File: config.mk
export PLATFORM = sky130hd
export DESIGN_NAME = tlbpt_ctrl
export DESIGN_NICKNAME = d
export VERILOG_FILES = /design/src/hdl/tlbpt_pkg.sv /design/src/hdl/tlbpt_ctrl.sv
export SDC_FILE = /design/constraint.sdc
export NUM_CORES = 1
export LEC_CHECK = 0
export BUFFER_PORTS_ARGS = -buffer_cell sky130_fd_sc_hd__buf_2
export CAP_MARGIN = 5
export CORE_AREA = 2 2 39 41
export DETAILED_ROUTE_END_ITERATION = 12
export DIE_AREA = 0 0 41 43
export PLACE_DENSITY = 0.43
export SETUP_SLACK_MARGIN = 0.15
export SKIP_CTS_REPAIR_TIMING = 1
export SKIP_LAST_GASP = 1
export SYNTH_ARGS = -nofsm -noshare
export SYNTH_HDL_FRONTEND = slang
export SYNTH_SLANG_ARGS = --single-unit
File: constraint.sdc
create_clock -name clk -period 1.8 [get_ports clk]
set_clock_uncertainty 0.05 [all_clocks]
set_input_delay 0.36 -clock clk [delete_from_list [all_inputs] [get_ports clk]]
set_output_delay 0.36 -clock clk [all_outputs]
set_load 0.01 [all_outputs]
File: src/hdl/tlbpt_pkg.sv
// Shared types and constants for the TLB page table translator.
// No dependencies.
package tlbpt_pkg;

    localparam int ADDR_W        = 64;
    localparam int TLB_SIZE_W    = 5;
    localparam int FRAME_COUNT_W = 11;
    localparam int PFN_WIDTH_W   = 5;
    localparam int VPN_WIDTH_W   = 4;
    localparam int COUNT_OUT_W   = 11;
    localparam int ENTRY_OUT_W   = 5;
    localparam int PFN_MAX       = 16;

    localparam int DEF_TLB_DEPTH     = 16;
    localparam int DEF_MAX_FRAMES    = 1024;
    localparam int DEF_MAX_PAGE_BITS = 10;

    localparam logic [TLB_SIZE_W-1:0]    RST_TLB_SIZE    = 5'd16;
    localparam logic [FRAME_COUNT_W-1:0] RST_FRAME_COUNT = 11'd1024;
    localparam logic [PFN_WIDTH_W-1:0]   RST_PFN_WIDTH   = 5'd10;
    localparam logic [VPN_WIDTH_W-1:0]   RST_VPN_WIDTH   = 4'd10;

    // Register indexes on the configuration port
    typedef enum logic [1:0] {
        REG_TLB_SIZE    = 2'd0,
        REG_FRAME_COUNT = 2'd1,
        REG_PFN_WIDTH   = 2'd2,
        REG_VPN_WIDTH   = 2'd3
    } reg_idx_t;

    typedef enum logic [2:0] {
        ST_IDLE,
        ST_TLB,
        ST_PT,
        ST_RES,
        ST_OUT
    } state_t;

    // Commands from controller to datapath
    typedef struct packed {
        logic capture;
        logic lookup;
        logic pt_read;
        logic resolve;
    } cmd_t;

    typedef struct packed {
        logic [TLB_SIZE_W-1:0]    tlb_size;
        logic [FRAME_COUNT_W-1:0] frame_count;
        logic [PFN_WIDTH_W-1:0]   pfn_width;
        logic [VPN_WIDTH_W-1:0]   vpn_width;
    } cfg_t;

endpackage

File: src/hdl/tlbpt_ctrl.sv
// Sequencer for one translation: capture, TLB lookup, page table read, resolve, report.
// Depends on tlbpt_pkg.
module tlbpt_ctrl
    import tlbpt_pkg::*;
(
    input  logic clk,
    input  logic rst_n,
    input  logic start,
    output logic busy,
    output logic done,
    output cmd_t cmd
);

    state_t state_reg, state_next;

    // State register
    always_ff @(posedge clk or negedge rst_n)
    begin
        if (!rst_n)
            state_reg <= ST_IDLE;
        else
            state_reg <= state_next;
    end

    // Next state
    always_comb
    begin
        state_next = state_reg;
        unique case (state_reg)
            ST_IDLE: if (start) state_next = ST_TLB;
            ST_TLB:  state_next = ST_PT;
            ST_PT:   state_next = ST_RES;
            ST_RES:  state_next = ST_OUT;
            ST_OUT:  state_next = ST_IDLE;
            default: state_next = ST_IDLE;
        endcase
    end

    // Outputs
    always_comb
    begin
        cmd         = '0;
        cmd.capture = (state_reg == ST_IDLE) && start;
        cmd.lookup  = (state_reg == ST_TLB);
        cmd.pt_read = (state_reg == ST_PT);
        cmd.resolve = (state_reg == ST_RES);
        busy        = (state_reg != ST_IDLE);
        done        = (state_reg == ST_OUT);
    end

endmodule

==> results of run 1 <==
-- metal layers --
metal | track usage (%) | vias to the layer above
met5 | 0 | -
met4 | 8.000 | 0
met3 | 4.712 | 0
met2 | 5.625 | 9
met1 | 5.195 | 56
li1 | - | 82
-- cells in the mapped netlist --
cell type	instances
or3_4	1
nor3b_1	3
nor3_1	1
dfrtp_1	3
xnor2_1	1
inv_1	1
and3b_2	2
clkbuf_2	1
nor2_2	1
nor2_1	2
-- per-stage QoR --
stage	utilization, %	worst slack [ps]	power, W	cells	instance area [µm²]
floorplan	-	381.9	0.0002990	16	165.2
global placement	15.91	360.9	0.0003667	39	220.2
detailed placement	15.91	348.8	0.0003694	39	220.2
CTS	17.81	94.47	0.0004949	43	246.5
global route	19.89	89.45	0.0005797	46	275.3
finish	19.89	156.8	0.0005254	46	275.3
-- logic make-up (layout without fill, tap and decap cells) --
| group | count (synthesis) | count (layout) |
|---|---|---|
| xor+xnor | 1 | 1 |
| buf+inv | 2 | 16 |
| flops | 3 | 3 |
| simple gates | 10 | 10 |
-- layout make-up --
cell class | instances | area, µm²
fill | 156 | 1109
inverter | 1 | 3.754
sequential | 3 | 78.83
multi-input combinational | 11 | 81.33
clock buffer | 4 | 26.28
timing repair buffer | 11 | 65.06
tap | 16 | 20.02
-- worst register-to-register path, stage by stage (launching register included) --
cell,delay [ps]
dfrtp_2,420
buf_4,150
xnor2_1,150
nor2_1,50
-- final timing paths --
check	to
setup / recovery	cmd[3]
hold / removal	state_reg[0]$_DFFE_PN0P_
setup reg to reg	state_reg[1]$_DFFE_PN0P_
hold reg to reg	state_reg[0]$_DFFE_PN0P_
max in group asynchronous	state_reg[0]$_DFFE_PN0P_
min in group asynchronous	state_reg[1]$_DFFE_PN0P_
-- power groups by stage --
stage | sequential, W | combinational, W | clock, W
3_5_place_dp | 0.000160 | 0.000209 | 0
3_3_place_gp | 0.000158 | 0.000209 | 0
6_report | 0.000150 | 0.000257 | 0.000119
2_1_floorplan | 0.000132 | 0.000167 | 0
4_1_cts | 0.000159 | 0.000211 | 0.000125
5_1_grt | 0.000157 | 0.000289 | 0.000133
==> summary.md, run 1 <==
| Metric | Value |
|---|---|
| ANT nets after route | 0 |
| Mux cell area share after synthesis | 0% |
| Endpoint class of the critical path | primary output |
| Share of the synthesized area in the top cell type | a little under half |
| FF-to-FF setup slack | between 800 and 900 ps |
| Worst-Margin Slew | ~170 ps |
| Power Density | between 1500 and 2000 mW/mm² |
| Top layer in use | met3 |
| Vias per cell | about 3.2 |
| WP buf/inv | 1 |
| Max incr delay on CP | 410 ps |
| Worst Reg-to-Reg Cells | 3 |
| Commonest non-fill, non-tap cell in the layout | buf_2 |
| Critical hold path startpoint | start |
| LEAKAGE | 0.1342 nW |
| Slew headroom | about nine tenths |
| Xor/xnor cell area share of the yosys netlist | under 10% |
| Grt ovf | 0 |
| All-Layer GR Usage | between 5 and 6% |
| Post-Route Setup TNS | 0 ps |
| Commonest non-fill, non-tap cells in the layout | buf_2, nor3b_1, clkbuf_4, dfrtp_2 |
| Hold path cells | 3 |
| Wl on met1 | 179 µm |
| Top area cells in the synthesized netlist | dfrtp_1, nor3b_1, and3b_2 |
| Final WL | between 300 and 400 µm |
| Combinational power share | 48.9% |
| Met2 WL post-DR | between 150 and 200 µm |
| 1st-iter DRT viols | 3 |
| Syn nets | 19 |
| Gpl congestion | between 0.5 and 0.6 |
| Worst r2r src | state_reg[0]$_DFFE_PN0P_ |
| Yosys cell types | 10 |
| Ys Warns | 0 |
| Fmax | 608.6 MHz |
| Setup Viol. Count Final | 0 |
| Diode count | 0 |
| IO buf count | 8 |
| CTS tree | yes |
| P_sw | around 0.00019 W |
| Met3 WL | 56 µm |
| Synthesized area | about 170 µm² |
| Sequential share of power | between 20 and 30% |
| Avg WL per Cell | ~8.5 µm |
| Inserted Clock Buffers | 3 |
| CTS root buf | clkbuf_4 |
| CP Launch Point | state_reg[2]$_DFFE_PN0P_ |
| Clk slew on worst S/H paths | roughly 40 ps |
| Synth-to-layout area growth | 66.67% |
| Initial antenna violation count | 0 |
| Cell Rows | 14 |
| Avg Inst Size Synth | 10.32 µm² |
| Slew Viols, Final | 0 |
| Worst EP arrival | 1230 ps |
| CP Cell Sequence | or3_4 > nor2_2 > buf_2 |
| Peak supply drop | 0.3512 mV |
| # DRC | 0 |
| Setup crit start kind | flip-flop |
| Hold Path Class | in -> reg |
| First-pass GRT wire length | between 500 and 600 µm |
| Chip width | approximately 41 µm |
| Status | complete, no violations |
| Fin crit share | between 90% and 100% |
| CTS H-tree lvls | 1 |
| I/O pins | 9 |
| CTS sink count | 3 |
| Max reg flops | 3 |
| Hold Violations, Final | 0 |
| Largest family of logic cells by synthesized area | simple AND/OR/NAND/NOR gates |
| Simple-gate area share of the yosys netlist | between 40 and 50% |
| Worst EP required | ~1400 ps |
| Drt pass-1 iters | 2 |
| Clock power share | between 20% and 30% |
| Synthesis-stage register bit count | 3 |
| Critical path class | reg -> out |
| Die height | 43 µm |
| Post-Synthesis Cells | 16 |
| Final Net Count | 34 |
| RSZ-0062 raised after global routing | yes |
| Initial cell density of the core | between 10% and 20% |
| Post-synthesis sequential area ratio | between 40% and 50% |
| CP max FO | 4 |
| Worst-skew pair later-pin latency | 230 ps |
| Core area | ~0.0014 mm² |
| Compound-Gate Fraction of Synth Area | 0% |
| Cell depth of the worst setup path | 3 |
| Top Family by Delay on Critical Path | simple AND/OR/NAND/NOR gates |
| Die area | 0.001763 mm² |
| Hold Slack | around 350 ps |
| Slowest-stage cell, CP | dfrtp_2 |
| Routed vias | 147 |
| Switching Fraction | between 30% and 40% |
| Post-layout min period | between 1500 and 2000 ps |
| Int Pwr | about 0.00033 W |
| Layout cells sized above 1 | approximately two thirds |
| Vias in the first global route | between 100 and 150 |
| Largest net degree at the start of global routing | 9 |
| Clk buf depth | 2 |
| Post-Synth Adder-Cell Area | 0% |
| Max cap viols | 0 |
| Biggest area consumer among synthesized cells | dfrtp_1 |
No activity file was read; power rests on OpenSTA's default activity.
==> inputs of run 2 (changes only) <==
Settings changed: BUFFER_PORTS_ARGS -buffer_cell sky130_fd_sc_hd__buf_2 to -buffer_cell sky130_fd_sc_hd__buf_4.
==> run 2 against run 1 <==
Critical endpoint unchanged; cell count up 2.2%; critical path type unchanged; largest cell class is now buffers; critical path depth unchanged; wire length up 2.8%; worst hold slack better by 14 ps; clock power about the same.
==> summary.md, run 2 (synthesis gave the netlist of run 1 again) <==
| Metric | Value |
|---|---|
| Drt pass-1 iters | 1 |
| Total Power | 0.0005894 W |
| Max reg flops | 3 |
| Hold Path Class | in -> reg |
| Die height | 43 µm |
| Clk buf depth | 2 |
| Cell Rows | 14 |
| Setup crit start kind | flip-flop |
| Setup Viol. Count Final | 0 |
| Chip width | just over 40 µm |
| Grt ovf | 0 |
| Commonest non-fill, non-tap cell in the layout | buf_4 |
| FF-to-FF setup slack | 870 ps |
| Post-layout min period | ~1700 ps |
| Commonest non-fill, non-tap cells in the layout | buf_4, nor3b_1, clkbuf_4, dfrtp_2 |
| CP Launch Point | state_reg[2]$_DFFE_PN0P_ |
| Layout cells sized above 1 | between 60% and 70% |
| LEAKAGE | 0.1445 nW |
| Vias in the first global route | 143 |
| Critical path class | reg -> out |
| Fin crit share | about nine tenths |
| Status | complete, no violations |
| 1st-iter DRT viols | 0 |
| ANT nets after route | 0 |
| Max cap viols | 0 |
| CTS sink count | 3 |
| Diode count | 0 |
| Vias per cell | between 3 and 4 |
| Worst EP arrival | approximately 1200 ps |
| Worst EP required | ~1400 ps |
| Slew headroom | between 80% and 90% |
| Initial antenna violation count | 0 |
| Core area | ~0.0014 mm² |
| Routed vias | ~160 |
| First-pass GRT wire length | slightly above 600 µm |
| IO buf count | 8 |
| I/O pins | 9 |
| Post-placement cell area | approximately 240 µm² |
| Inserted Clock Buffers | 3 |
| Post-Route Setup TNS | 0 ps |
| CTS root buf | clkbuf_4 |
| Avg WL per Cell | 8.553 µm |
| Gpl congestion | 0.5100 |
| Peak supply drop | around 0.4 mV |
| All-Layer GR Usage | ~5.8% |
| Final Net Count | 35 |
| Worst-skew pair later-pin latency | between 200 and 250 ps |
| Synth-to-layout area growth | 88.64% |
| Power Density | around 1900 mW/mm² |
| Hold Violations, Final | 0 |
| CTS tree | yes |
| Final instance area | between 300 and 400 µm² |
| RSZ-0062 raised after global routing | yes |
| Final WL | between 400 and 500 µm |
| Initial cell density of the core | about an eighth |
| Clk slew on worst S/H paths | around 40 ps |
| Fmax | 604.3 MHz |
| CP max FO | 4 |
| Critical hold path startpoint | start |
| Endpoint class of the critical path | primary output |
| Slew Viols, Final | 0 |
| Fin util | between 20% and 30% |
| CTS H-tree lvls | 1 |
| Largest net degree at the start of global routing | 9 |
| # DRC | 0 |
| Die area | between 0.0015 and 0.002 mm² |
| Worst-Margin Slew | 207.3 ps |
| Worst r2r src | state_reg[0]$_DFFE_PN0P_ |
run 2: cell types whose count changed in the layout (fill, tap and decap cells not counted), sizes merged:
cell  before  now
buf       10   11
run 2: worst paths after layout:
kind,end,depth (start not counted)
worst max-delay path,cmd[3],3
worst min-delay path,state_reg[0]$_DFFE_PN0P_,3
worst max register to register,state_reg[1]$_DFFE_PN0P_,3
worst min register to register,state_reg[1]$_DFFE_PN0P_,1
max in group asynchronous,state_reg[1]$_DFFE_PN0P_,2
min in group asynchronous,state_reg[0]$_DFFE_PN0P_,2
run 2: cell type report:
cell class	count	area (µm²)
multi-input combinational	11	86.33
timing repair buffer	12	96.34
sequential	3	78.83
tap	16	20.02
inverter	1	3.754
fill	154	1072
clock buffer	4	26.28
run 2: worst max-delay path, cell delays in order (launching register included):
cell	delay [ps]
dfrtp_2	420
or3_4	410
nor2_4	90
buf_6	100
run 2: stage by stage:
| stage | hold WS (ps) | std cells | worst slack, ps |
|---|---|---|---|
| global placement | 101.4 | 39 | 360.2 |
| global route | 385.4 | 47 | 116.5 |
| CTS | -145.7 | 43 | 96.37 |
| detailed placement | 102.8 | 39 | 347.5 |
| finish | 365.3 | 47 | 145.2 |
| floorplan | 14.41 | 16 | 381.9 |
run 2: per-layer routing:
metal,track usage [%],vias up,routed length (µm)
met4,8.000,0,9
met1,6.431,70,165
met3,3.141,2,58
li1,-,82,-
met2,6.250,9,168
met5,0,-,0
run 2: where the power goes:
part / internal, W / switching (W) / leakage (nW)
Sequential: 0.000107 / 0.0000459 / 0.0340
Combinational: 0.000195 / 0.000124 / 0.0955
Clock: 0.0000830 / 0.0000341 / 0.0150
Total: 0.000385 / 0.000204 / 0.144
==> inputs of run 3 (changes only) <==
Settings changed: CELL_PAD_IN_SITES_DETAIL_PLACEMENT set to 0, CELL_PAD_IN_SITES_GLOBAL_PLACEMENT set to 2, CORE_AREA 2 2 39 41 to 10 10 47 49, DIE_AREA 0 0 41 43 to 0 0 57 59, PLACE_DENSITY 0.43 to 0.57.
==> run 3 against run 2 <==
Register-to-register slack lost 200 ps; critical path depth is the same; clock power is essentially flat; cell area is 4.8% higher; setup slack worse by 11 ps; via count is 9.2% higher; highest routed layer is now met3; utilization increased by 0.79 points; sequential share of layout area down 1.2 points; largest power group unchanged; cell count up 4.3%; die area increased by 91%.
==> summary.md, run 3 (synthesis gave the netlist of run 1 again) <==
| Metric | Value |
|---|---|
| Commonest non-fill, non-tap cell in the layout | buf_4 |
| Synth-to-layout area growth | 97.73% |
| LEAKAGE | around 0.15 nW |
| Slew headroom | between 80% and 90% |
| Gpl congestion | 0.6290 |
| Avg WL per Cell | about 11 µm |
| Core area | 0.001401 mm² |
| Status | complete, no violations |
| Max cap viols | 0 |
| Cell Rows | 14 |
| IO buf count | 8 |
| Clk slew on worst S/H paths | ~30 ps |
| ANT nets after route | 0 |
| FF-to-FF setup slack | ~670 ps |
| Worst EP required | ~1400 ps |
| Critical hold path startpoint | start |
| Worst-skew pair later-pin latency | 230 ps |
| Setup crit start kind | flip-flop |
| Vias per cell | 3.633 |
| Worst R2R End | state_reg[0]$_DFFE_PN0P_ |
| Initial antenna violation count | 0 |
| All-Layer GR Usage | roughly 3.3% |
| Area of the multi-input gates | 86.33 µm² |
| Largest net degree at the start of global routing | 9 |
| RSZ-0062 raised after global routing | yes |
| Hold path cells | 3 |
| CP max FO | 5 |
| Reg area | slightly below 80 µm² |
| Final Net Count | 37 |
| Post-placement cell area | 240.2 µm² |
| CTS H-tree lvls | 1 |
| Vias in the first global route | between 150 and 200 |
| Final instance area | 326.6 µm² |
| Slew Viols, Final | 0 |
| Layout cells sized above 1 | around 70% |
| Drt pass-1 iters | 2 |
| Peak supply drop | ~0.39 mV |
| Inserted Clock Buffers | 3 |
| Post-layout min period | around 1700 ps |
| Hold Violations, Final | 0 |
| Worst r2r src | state_reg[2]$_DFFE_PN0P_ |
| CTS sink count | 3 |
| Commonest non-fill, non-tap cells in the layout | buf_4, nor3b_1, clkbuf_4, dfrtp_2 |
| Worst-Margin Slew | about 190 ps |
| # DRC | 0 |
| Post-Route Setup TNS | 0 ps |
| Endpoint class of the critical path | primary output |
| CTS tree | yes |
| Hold Path Class | in -> reg |
| I/O pins | 9 |
| Grt ovf | 0 |
| Critical path class | reg -> out |
| Worst EP arrival | approximately 1300 ps |
| Initial cell density of the core | 11.79% |
| First-pass GRT wire length | about 790 µm |
| Die area | about 0.0034 mm² |
| Fmax | about 600 MHz |
| Setup Viol. Count Final | 0 |
| Worst Reg-to-Reg Cells | 4 |
| Die height | 59 µm |
| Diode count | 0 |
| Routed vias | ~180 |
| Hold endpoint | state_reg[0]$_DFFE_PN0P_ |
| Max reg flops | 3 |
| Fillers | 166 |
| Power Density | 1904 mW/mm² |
| Clk buf depth | 2 |
| 1st-iter DRT viols | 4 |
| Chip width | 57 µm |
| Fin crit share | 92.56% |
| CTS root buf | clkbuf_4 |
| Final WL | just over 500 µm |
-- run 3: critical path, stage by stage, from the launching register on --
cell	delay (ps)
dfrtp_2	420
or3_4	410
nor2_4	90
buf_6	100
-- run 3: worst max path at each step --
stage	start	to	slack, ps	cells after the start
after detailed placement	state_reg[2]$_DFFE_PN0P_	cmd[3]	330	3
after floorplan	state_reg[0]$_DFFE_PN0P_	cmd[3]	380	3
after global placement	state_reg[0]$_DFFE_PN0P_	cmd[3]	360	3
after CTS	state_reg[2]$_DFFE_PN0P_	cmd[3]	80	3
after global routing	state_reg[0]$_DFFE_PN0P_	cmd[3]	80	3
final	state_reg[0]$_DFFE_PN0P_	cmd[3]	130	3
-- run 3: layout make-up --
class | count | share of cell area, %
clock buffer | 4 | 8.046
inverter | 1 | 1.149
multi-input combinational | 11 | 26.44
sequential | 3 | 24.14
tap | 16 | 6.130
timing repair buffer | 14 | 34.10
-- run 3: report_power, final --
part	internal [W]	switching, W
clock	0.0000830	0.0000333
combinational	0.000216	0.000134
sequential	0.000107	0.0000486
total	0.000406	0.000216
-- run 3: metal layers --
metal	part of all wire [%]	up-vias	GRT usage [%]
li1	-	87	-
met1	45	82	3.477
met2	44	9	3.411
met3	10	0	3.004
met4	0	0	4.027
met5	0	-	0
-- run 3: through the flow --
step | power [W] | hold slack (ps) | cells | utilization, % | setup WS (ps)
after floorplan | 0.0002990 | 14.41 | 16 | - | 381.9
after global placement | 0.0004178 | 100.2 | 39 | 17.14 | 363.2
after detailed placement | 0.0004159 | 102.8 | 39 | 17.14 | 333.4
after CTS | 0.0005402 | -149.1 | 43 | 19.02 | 83.68
after global routing | 0.0006842 | 376.5 | 49 | 23.30 | 83.51
final | 0.0006217 | 368.5 | 49 | 23.30 | 133.9
